## src/hw/rtl/assert_macros.svh

```systemverilog
// ----------------------------------------------------------------------------
// Assertion macros
// Shared concurrent assertion helpers clocked on aclk, reset by aresetn.
// ----------------------------------------------------------------------------
`ifndef ASSERT_MACROS_SVH
`define ASSERT_MACROS_SVH

// Holds whenever the block is out of reset: antecedent implies consequent
// in the same cycle.
`define ASSERT_SAME(label, ante, cons, msg) \
    label: assert property (@(posedge aclk) disable iff (!aresetn) \
        (ante) |-> (cons)) else $error(msg);

// The consequent must hold in the cycle after the antecedent.
`define ASSERT_NEXT(label, ante, cons, msg) \
    label: assert property (@(posedge aclk) disable iff (!aresetn) \
        (ante) |=> (cons)) else $error(msg);

`endif

```

## src/hw/rtl/mwr_pkg.sv

```systemverilog
// ----------------------------------------------------------------------------
// Microwire word reader package
// Phase encoding, sequencer state record and pin level record.
// ----------------------------------------------------------------------------
package mwr_pkg;

    typedef enum logic [3:0] {
        PH_IDLE    = 4'd0,
        PH_GAP     = 4'd1,
        PH_CMD_LO  = 4'd2,
        PH_CMD_HI  = 4'd3,
        PH_ADDR_LO = 4'd4,
        PH_ADDR_HI = 4'd5,
        PH_DATA_HI = 4'd6,
        PH_DATA_LO = 4'd7
    } mwr_phase_t;

    // Start bit and READ opcode, indexed by the command bit counter (2..0).
    localparam logic [3:0] READ_CMD  = 4'b0110;
    localparam logic [3:0] WIDTH_CAP = 4'd15;
    // Address bits beyond the 8-bit latched address are sent as zero.
    localparam logic [4:0] ADDR_BITS = 5'd8;

    typedef struct packed {
        mwr_phase_t  phase;
        logic [4:0]  bit_index;
        logic [7:0]  tick_div;
        logic [15:0] shift_word;
        logic [3:0]  learned_width;
        logic [7:0]  latched_addr;
        logic        detect_pass;
        logic        width_error;
    } mwr_state_t;

    typedef struct packed {
        logic cs;
        logic sk;
        logic di;
    } mwr_pins_t;

endpackage

```

## src/hw/rtl/mwr_seq.sv

```systemverilog
// ----------------------------------------------------------------------------
// Microwire word reader sequencer
// Holds the read state and works out its next value for one tick.
// ----------------------------------------------------------------------------
module mwr_seq #(
    parameter int MAX_ADDRESS_BITS = 8,
    parameter int DATA_BITS        = 16
) (
    input  logic              aclk,
    input  logic              aresetn,
    input  logic              advance,
    input  logic              start_req,
    input  logic [7:0]        word_address,
    input  logic              eeprom_data_out,
    input  logic [7:0]        half_period,
    output mwr_pkg::mwr_state_t state_next,
    output logic              done_next
);
    import mwr_pkg::*;

    localparam logic [4:0] MAX_BITS   = 5'(MAX_ADDRESS_BITS);
    localparam logic [3:0] MAX_CLAMP  = (MAX_ADDRESS_BITS > 15) ? 4'd15 : 4'(MAX_ADDRESS_BITS);
    localparam logic [4:0] DATA_FIRST = 5'(DATA_BITS - 1);

    mwr_state_t  state_reg;
    logic [7:0]  hp;
    logic [8:0]  div_inc;
    logic [5:0]  width_diff;
    logic [3:0]  width_seen;
    logic [3:0]  addr_size;

    always_comb begin
        hp         = (half_period == 8'd0) ? 8'd1 : half_period;
        div_inc    = {1'b0, state_reg.tick_div} + 9'd1;
        width_diff = {1'b0, MAX_BITS} - {1'b0, state_reg.bit_index};
        width_seen = (width_diff > 6'(WIDTH_CAP)) ? WIDTH_CAP : width_diff[3:0];
        addr_size  = (state_reg.learned_width == 4'd0) ? MAX_CLAMP
                                                       : state_reg.learned_width;
    end

    always_comb begin
        state_next = state_reg;
        done_next  = 1'b0;
        if (state_reg.phase == PH_IDLE) begin
            if (start_req) begin
                state_next.latched_addr = word_address;
                state_next.detect_pass  = (state_reg.learned_width == 4'd0);
                state_next.phase        = PH_CMD_LO;
                state_next.bit_index    = 5'd2;
                state_next.tick_div     = 8'd0;
            end
        end else if (div_inc >= {1'b0, hp}) begin
            state_next.tick_div = 8'd0;
            unique case (state_reg.phase)
                PH_GAP: begin
                    state_next.phase     = PH_CMD_LO;
                    state_next.bit_index = 5'd2;
                end
                PH_CMD_LO: begin
                    state_next.phase = PH_CMD_HI;
                end
                PH_CMD_HI: begin
                    if (state_reg.bit_index == 5'd0) begin
                        state_next.phase     = PH_ADDR_LO;
                        state_next.bit_index = {1'b0, addr_size - 4'd1};
                    end else begin
                        state_next.bit_index = state_reg.bit_index - 5'd1;
                        state_next.phase     = PH_CMD_LO;
                    end
                end
                PH_ADDR_LO: begin
                    state_next.phase = PH_ADDR_HI;
                end
                PH_ADDR_HI: begin
                    if (!eeprom_data_out || state_reg.bit_index == 5'd0) begin
                        // The dummy zero ends the address phase; without it the
                        // full width is used and flagged during detection.
                        if (state_reg.detect_pass) begin
                            if (!eeprom_data_out) begin
                                state_next.learned_width = width_seen;
                            end else begin
                                state_next.learned_width = MAX_CLAMP;
                                state_next.width_error   = 1'b1;
                            end
                        end
                        state_next.phase      = PH_DATA_HI;
                        state_next.bit_index  = DATA_FIRST;
                        state_next.shift_word = 16'd0;
                    end else begin
                        state_next.bit_index = state_reg.bit_index - 5'd1;
                        state_next.phase     = PH_ADDR_LO;
                    end
                end
                PH_DATA_HI: begin
                    state_next.shift_word = {state_reg.shift_word[14:0], eeprom_data_out};
                    state_next.phase      = PH_DATA_LO;
                end
                PH_DATA_LO: begin
                    if (state_reg.bit_index != 5'd0) begin
                        state_next.bit_index = state_reg.bit_index - 5'd1;
                        state_next.phase     = PH_DATA_HI;
                    end else if (state_reg.detect_pass) begin
                        state_next.detect_pass = 1'b0;
                        state_next.phase       = PH_GAP;
                    end else begin
                        state_next.phase     = PH_IDLE;
                        state_next.bit_index = 5'd0;
                        done_next            = 1'b1;
                    end
                end
                default: begin
                    state_next.phase = PH_IDLE;
                end
            endcase
        end else begin
            state_next.tick_div = div_inc[7:0];
        end
    end

    always_ff @(posedge aclk) begin
        if (!aresetn) begin
            state_reg <= '{phase: PH_IDLE, default: '0};
        end else if (advance) begin
            state_reg <= state_next;
        end
    end

endmodule

```

## src/hw/rtl/mwr_pins.sv

```systemverilog
// ----------------------------------------------------------------------------
// Microwire word reader pin decode
// Derives chip select, serial clock and data-in levels from a state.
// ----------------------------------------------------------------------------
module mwr_pins (
    input  mwr_pkg::mwr_state_t state,
    output mwr_pkg::mwr_pins_t  pins
);
    import mwr_pkg::*;

    always_comb begin
        pins = '0;
        unique case (state.phase) inside
            PH_CMD_LO, PH_CMD_HI: begin
                pins.cs = 1'b1;
                pins.sk = (state.phase == PH_CMD_HI);
                pins.di = READ_CMD[state.bit_index[1:0]];
            end
            PH_ADDR_LO, PH_ADDR_HI: begin
                pins.cs = 1'b1;
                pins.sk = (state.phase == PH_ADDR_HI);
                pins.di = (state.bit_index < ADDR_BITS) ?
                          state.latched_addr[state.bit_index[2:0]] : 1'b0;
            end
            PH_DATA_HI: begin
                pins.cs = 1'b1;
                pins.sk = 1'b1;
            end
            PH_DATA_LO: begin
                pins.cs = 1'b1;
            end
            default: begin
                pins = '0;
            end
        endcase
    end

endmodule

```

## src/hw/rtl/microwire_eeprom_word_reader_top.sv

```systemverilog
// ----------------------------------------------------------------------------
// Microwire EEPROM word reader
// Read master for small Microwire serial EEPROMs, advanced one tick per beat.
// ----------------------------------------------------------------------------
// Usage: every input beat on the s_ channel is one tick of serial timing. It
// carries a start request, the word address and the sampled EEPROM data-out
// level. Each accepted beat yields exactly one result beat on the m_ channel
// with the pin levels after that tick, busy/done status, the shifted word,
// the learned address width and the missing-dummy-zero flag.
// The result of a beat is in the output register on the cycle after
// acceptance. Throughput is one beat per cycle; the tick sequencer is a
// single registered pass, so a new beat is taken every cycle while results
// keep flowing.
// If the receiver stalls, the result waits in the output register and
// s_ready drops until it is taken; no tick is lost or repeated.
// The first read after reset detects the address width from the dummy zero
// and then repeats the read with that width. The cfg_wr_en/cfg_wr_data port
// sets the ticks per serial clock half period (zero acts as one).
// Reset (aresetn low, synchronous) returns the sequencer to idle, clears the
// learned width and error flag, sets the half period to one tick and empties
// the output register.
// ----------------------------------------------------------------------------
module microwire_eeprom_word_reader_top #(
    parameter int MAX_ADDRESS_BITS = 8,
    parameter int DATA_BITS        = 16
) (
    input  logic        aclk,
    input  logic        aresetn,
    // Half period configuration
    input  logic        cfg_wr_en,
    input  logic [7:0]  cfg_wr_data,
    // Tick beats
    input  logic        s_valid,
    output logic        s_ready,
    input  logic        s_start_req,
    input  logic [7:0]  s_word_address,
    input  logic        s_eeprom_data_out,
    // Result beats
    output logic        m_valid,
    input  logic        m_ready,
    output logic        m_chip_select,
    output logic        m_serial_clock,
    output logic        m_serial_data_in,
    output logic        m_busy_res,
    output logic        m_done_res,
    output logic [15:0] m_read_word,
    output logic [3:0]  m_address_width,
    output logic        m_no_dummy_zero
);
    import mwr_pkg::*;

    `include "assert_macros.svh"

    logic       half_period_reg;
    logic [7:0] half_ticks_reg;
    logic       accept;
    mwr_state_t state_next;
    logic       done_next;
    mwr_pins_t  pins_next;

    // Output register: taking a new beat is allowed whenever the held result
    // is empty or leaves in this same cycle.
    logic        m_valid_reg, m_valid_next;
    mwr_pins_t   pins_reg;
    logic        busy_reg;
    logic        done_reg;
    logic [15:0] word_reg;
    logic [3:0]  width_reg;
    logic        nodz_reg;

    assign s_ready = !m_valid_reg || m_ready;
    assign accept  = s_valid && s_ready;

    // The configuration register is written at once, with no handshake.
    always_ff @(posedge aclk) begin
        if (!aresetn) begin
            half_ticks_reg  <= 8'd1;
            half_period_reg <= 1'b0;
        end else if (cfg_wr_en) begin
            half_ticks_reg  <= cfg_wr_data;
            half_period_reg <= 1'b1;
        end
    end

    mwr_seq #(
        .MAX_ADDRESS_BITS(MAX_ADDRESS_BITS),
        .DATA_BITS       (DATA_BITS)
    ) u_seq (
        .aclk           (aclk),
        .aresetn        (aresetn),
        .advance        (accept),
        .start_req      (s_start_req),
        .word_address   (s_word_address),
        .eeprom_data_out(s_eeprom_data_out),
        .half_period    (half_ticks_reg),
        .state_next     (state_next),
        .done_next      (done_next)
    );

    // Pin levels are decoded from the state after this tick.
    mwr_pins u_pins (
        .state(state_next),
        .pins (pins_next)
    );

    always_comb begin
        m_valid_next = m_valid_reg;
        if (accept) begin
            m_valid_next = 1'b1;
        end else if (m_ready) begin
            m_valid_next = 1'b0;
        end
    end

    always_ff @(posedge aclk) begin
        if (!aresetn) begin
            m_valid_reg <= 1'b0;
        end else begin
            m_valid_reg <= m_valid_next;
        end
    end

    always_ff @(posedge aclk) begin
        if (accept) begin
            pins_reg  <= pins_next;
            busy_reg  <= (state_next.phase != PH_IDLE);
            done_reg  <= done_next;
            word_reg  <= state_next.shift_word;
            width_reg <= state_next.learned_width;
            nodz_reg  <= state_next.width_error;
        end
    end

    assign m_valid          = m_valid_reg;
    assign m_chip_select    = pins_reg.cs;
    assign m_serial_clock   = pins_reg.sk;
    assign m_serial_data_in = pins_reg.di;
    assign m_busy_res       = busy_reg;
    assign m_done_res       = done_reg;
    assign m_read_word      = word_reg;
    assign m_address_width  = width_reg;
    assign m_no_dummy_zero  = nodz_reg;

    // Every accepted tick must produce a held result on the next cycle.
    `ASSERT_NEXT(a_beat_gives_result, accept, m_valid, "accepted tick produced no result")
    // A finished word leaves the sequencer idle with chip select released.
    `ASSERT_SAME(a_done_is_idle, m_valid && m_done_res, !m_busy_res && !m_chip_select,
                 "done reported while still busy")
    // The serial clock only toggles while the device is selected.
    `ASSERT_SAME(a_clock_needs_cs, m_valid && m_serial_clock, m_chip_select,
                 "serial clock high without chip select")
    // An empty output register never blocks the input side.
    `ASSERT_SAME(a_empty_is_ready, !m_valid, s_ready, "input stalled with empty output")
    // Every configuration write is taken into the half period register.
    `ASSERT_NEXT(a_cfg_written, cfg_wr_en, half_period_reg && half_ticks_reg == $past(cfg_wr_data),
                 "half period write was lost")

endmodule
```

## config.mk

```make
export PLATFORM = sky130hd
export DESIGN_NAME = microwire_eeprom_word_reader_top
export DESIGN_NICKNAME = d
export VERILOG_FILES = /design/src/hw/rtl/mwr_pkg.sv /design/src/hw/rtl/mwr_seq.sv /design/src/hw/rtl/mwr_pins.sv /design/src/hw/rtl/microwire_eeprom_word_reader_top.sv
export VERILOG_INCLUDE_DIRS = /design/src /design/src/hw/rtl
export SDC_FILE = /design/constraint.sdc
export NUM_CORES = 1
export LEC_CHECK = 0
export ABC_AREA = 1
export BUFFER_PORTS_ARGS = -buffer_cell sky130_fd_sc_hd__clkbuf_2
export CAP_MARGIN = 20
export CORE_MARGIN = 2
export CORE_UTILIZATION = 50
export CTS_BUF_LIST = sky130_fd_sc_hd__clkbuf_16
export DETAILED_ROUTE_END_ITERATION = 16
export PLACE_DENSITY = 0.7
export RECOVER_POWER = 50
export SYNTH_ARGS = -nofsm -noshare
export SYNTH_HDL_FRONTEND = slang
export SYNTH_SLANG_ARGS = --single-unit
```

## constraint.sdc

```tcl
create_clock -name aclk -period 6.09 [get_ports aclk]
set_clock_uncertainty 0.05 [all_clocks]
set_input_delay 0.9135 -clock aclk [delete_from_list [all_inputs] [get_ports aclk]]
set_output_delay 0.9135 -clock aclk [all_outputs]
set_load 0.005 [all_outputs]
```

==> results by group <==
Critical path
  • Worst r2r src: u_seq.state_reg[30]$_SDFFE_PN0P_
  • CP max FO: 60
  • Crit path launch type: input port
  • Crit path capture type: flip-flop
  • Most frequent CP cell: nand2_1
  • Reg-to-reg slack, setup: 2910 ps
  • CP delay by family, top: buffers and inverters
  • Critical path arrival: 3350 ps
  • Slowest cell on the critical path: clkbuf_1
  • CP Cell Sequence: clkbuf_2 -> inv_1 -> nand2_1 -> nand2_1 -> clkbuf_1 -> nor2_4 -> a22oi_1 -> nor2_1
  • R2R depth: 19
  • CP max stage delay: 1690 ps
  • Crit path buf inv count: 3
  • CP Class: input port to flip-flop
  • RR Endpoint: m_serial_data_in$_DFFE_PP_
  • Critical path required time: 6240 ps

CTS
  • CTS Sinks: 82
  • CTS tree: built
  • Clock Latency Late Sink: 330 ps
  • Max Buffers Root-to-Sink: 2
  • Root buf cell: clkbuf_16
  • Deepest level of the CTS H-tree: 3
  • Hold-fix buffers, CTS: 0
  • Num CTS Buffers: 9
  • # Post-CTS Setup Buffers: 0
  • CTS resizes: 0
  • Clock transition at path regs: 70 ps

STA
  • Final min period: 3200 ps
  • Setup TNS: 0 ps
  • Hold Violations, Final: 0
  • Final Cycle Share: 52.6%
  • Min setup slack post-route: 2890 ps
  • Setup violations, final: 0
  • Least-Margin Pin Slew: 2370 ps
  • Slew Viols, Final: 61
  • Relative slew slack: -58.0%
  • RSZ-0062 raised after global routing: no
  • Peak Freq: 0.312 GHz

GRT
  • Initial antenna violation count: 0
  • Largest net degree at the start of global routing: 61
  • GRT overflow: 0
  • First-pass GRT wire length: 16.9 mm
  • Vias in the first global route: 3689
  • Overall routing resource usage: 20.9%

Finish
  • Fillers: 863
  • Number of nets in the layout: 667
  • Max FFs per register: 47
  • Share of layout cells above drive strength 1: 17.4%
  • Antenna diode count: 0
  • Area Overhead vs Synth: 11.7%

Hold path
  • Min-delay src: half_ticks_reg[0]$_SDFFE_PN1P_
  • Hold Path Class: flip-flop to flip-flop
  • Hold path cells: 2
  • Worst hold endpoint: half_ticks_reg[0]$_SDFFE_PN1P_

Routing
  • Iteration-0 DRC Markers: 178
  • Vias/cell: 5.32
  • Drc violations: 0
  • Vias: 3977
  • TritonRoute pass-1 iters: 4
  • Post-route antenna net violation count: 0
  • Avg WL per Cell: 13.6 um
  • Final wirelength: 10.1 mm

Die
  • Chip Height: 100 um
  • Rows: 35
  • Die area: 0.0101 mm2
  • Initial core utilization: 50.9%
  • CORE AREA: 0.00915 mm2
  • Chip Width: 100 um
  • # IOs: 51

Pwr
  • VDD IR-drop max: 0.114 mV
  • Leak: 2.36 nW
  • Power per cell area: 269 mW/mm2

Logic synthesis
  • Distinct cells, synth: 48
  • Synthesized cell area: 0.00466 mm2
  • #FFs+latches synth: 82
  • Post-synthesis sequential area ratio: 40.8%
  • Mapped Cells: 589
  • Post-Syn Nets: 624
  • Yosys warning count: 0
  • Avg Inst Size Synth: 7.90 um2

Flow run
  • Max-cap violation count: 1

Place
  • Buffers added on ports: 50
  • GPL Wtd Cong: 1.00
  • DP HPWL: 7.28 mm
  • Pre-CTS setup slack: 2910 ps

Status
  • Violated checks: capacitance limit, slew limit
  • Status: complete, but fails checks
==> worst min-delay path, stage by stage, from the launching register on <==
cell and delay (ps):
dfxtp_1 320, nand2_1 60, nand3_1 50
==> power by group <==
part | leakage (nW) | switching [W] | internal (W) | total (W)
logic | 1.51 | 0.000180 | 0.0000894 | 0.000269
registers | 0.722 | 0.0000192 | 0.000608 | 0.000627
clock network | 0.128 | 0.000223 | 0.000279 | 0.000502
==> cell families (layout without fill, tap and decap cells) <==
group / Yosys count / after routing / share of synthesized area, %
and+or+nand+nor: 196 / 196 / 22.0
buffers and inverters: 129 / 177 / 11.3
adders and majority gates: 12 / 12 / 3.22
AOI/OAI and AO/OA: 161 / 161 / 20.9
xor gates and xnor gates: 9 / 9 / 1.69
DFF: 82 / 82 / 40.8
==> layer usage <==
layer	vias up	routed length [um]	global-route usage, %	part of all wire [%]
li1	2037	-	-	-
met1	1841	4630	26.2	46
met2	78	4880	35.0	48
met3	21	397	4.02	3.9
met4	0	242	9.69	2.4
met5	-	0	0	0
==> area by class of cell <==
type	count	area [um2]	area share (%)
repair buffers	53	249	4.79
clock buffers	9	225	4.33
flip-flops and latches	82	1900	36.6
well taps	111	139	2.67
multi-input cells	378	2230	42.8
inverters	108	405	7.79
clock inverters	7	53.8	1.03
==> cells in the final DEF (no fill, tap or decap), types with 8 or more instances in the layout <==
master	instances
o22ai_1	12
clkbuf_16	9
edfxtp_1	26
nor2_4	8
ha_1	12
dfxtp_1	56
clkbuf_2	37
o21ai_0	48
inv_2	10
xor2_1	8
a21oi_1	57
inv_1	94
nand2_1	90
clkbuf_1	15
nor2_1	30
o21ai_1	11
nand2_2	8
nand3_1	33
a22oi_1	10
==> synth_stat cells (all sizes together) <==
| cell type | instances | area share [%] |
|---|---|---|
| a21oi | 59 | 6.7 |
| o22ai | 16 | 2.7 |
| a22oi | 10 | 1.6 |
| nand4 | 3 | 0.40 |
| o2111ai | 1 | 0.19 |
| nor2 | 44 | 5.5 |
| nand2 | 104 | 10 |
| o21ai | 64 | 7.4 |
| edfxtp | 26 | 17 |
| nand3b | 3 | 0.48 |
| a41o | 1 | 0.22 |
| a211oi | 2 | 0.32 |
| a31o | 1 | 0.19 |
| o21bai | 1 | 0.16 |
| nor4 | 2 | 0.27 |
| clkinv | 4 | 0.32 |
| buf | 8 | 1.5 |
| o31ai | 1 | 0.27 |
| xor2 | 8 | 1.5 |
| inv | 104 | 8.4 |
| ha | 12 | 3.2 |
| clkbuf | 13 | 1.0 |
| o211ai | 4 | 0.94 |
| o211a | 1 | 0.22 |
| nor3 | 3 | 0.67 |
| xnor2 | 1 | 0.19 |
| nand3 | 37 | 4.4 |
| dfxtp | 56 | 24 |
==> worst max path at each step <==
stage	start	slack, ps	cells past startpoint	to
2_1_floorplan	m_ready	3360	5	m_address_width[0]$_DFFE_PP_
3_3_place_gp	u_seq.state_reg[30]$_SDFFE_PN0P_	3030	19	m_serial_data_in$_DFFE_PP_
3_5_place_dp	u_seq.state_reg[30]$_SDFFE_PN0P_	2910	19	m_serial_data_in$_DFFE_PP_
4_1_cts	u_seq.state_reg[30]$_SDFFE_PN0P_	2900	19	m_serial_data_in$_DFFE_PP_
5_1_grt	m_ready	2540	8	u_seq.state_reg[37]$_SDFFE_PN0P_
6_report	m_ready	2890	8	u_seq.state_reg[36]$_SDFFE_PN0P_
==> stage by stage <==
step	util, %	power (W)	area, um2	cells	hold slack (ps)
after floorplan	-	0.000843	4660	589	381
after global placement	54.1	0.000903	4950	732	414
after detailed placement	54.1	0.000909	4950	732	428
after CTS	57.1	0.00142	5230	748	440
after global routing	56.8	0.00147	5200	748	457
final	56.8	0.00140	5200	748	434
Power figures use the tool's default switching activity.
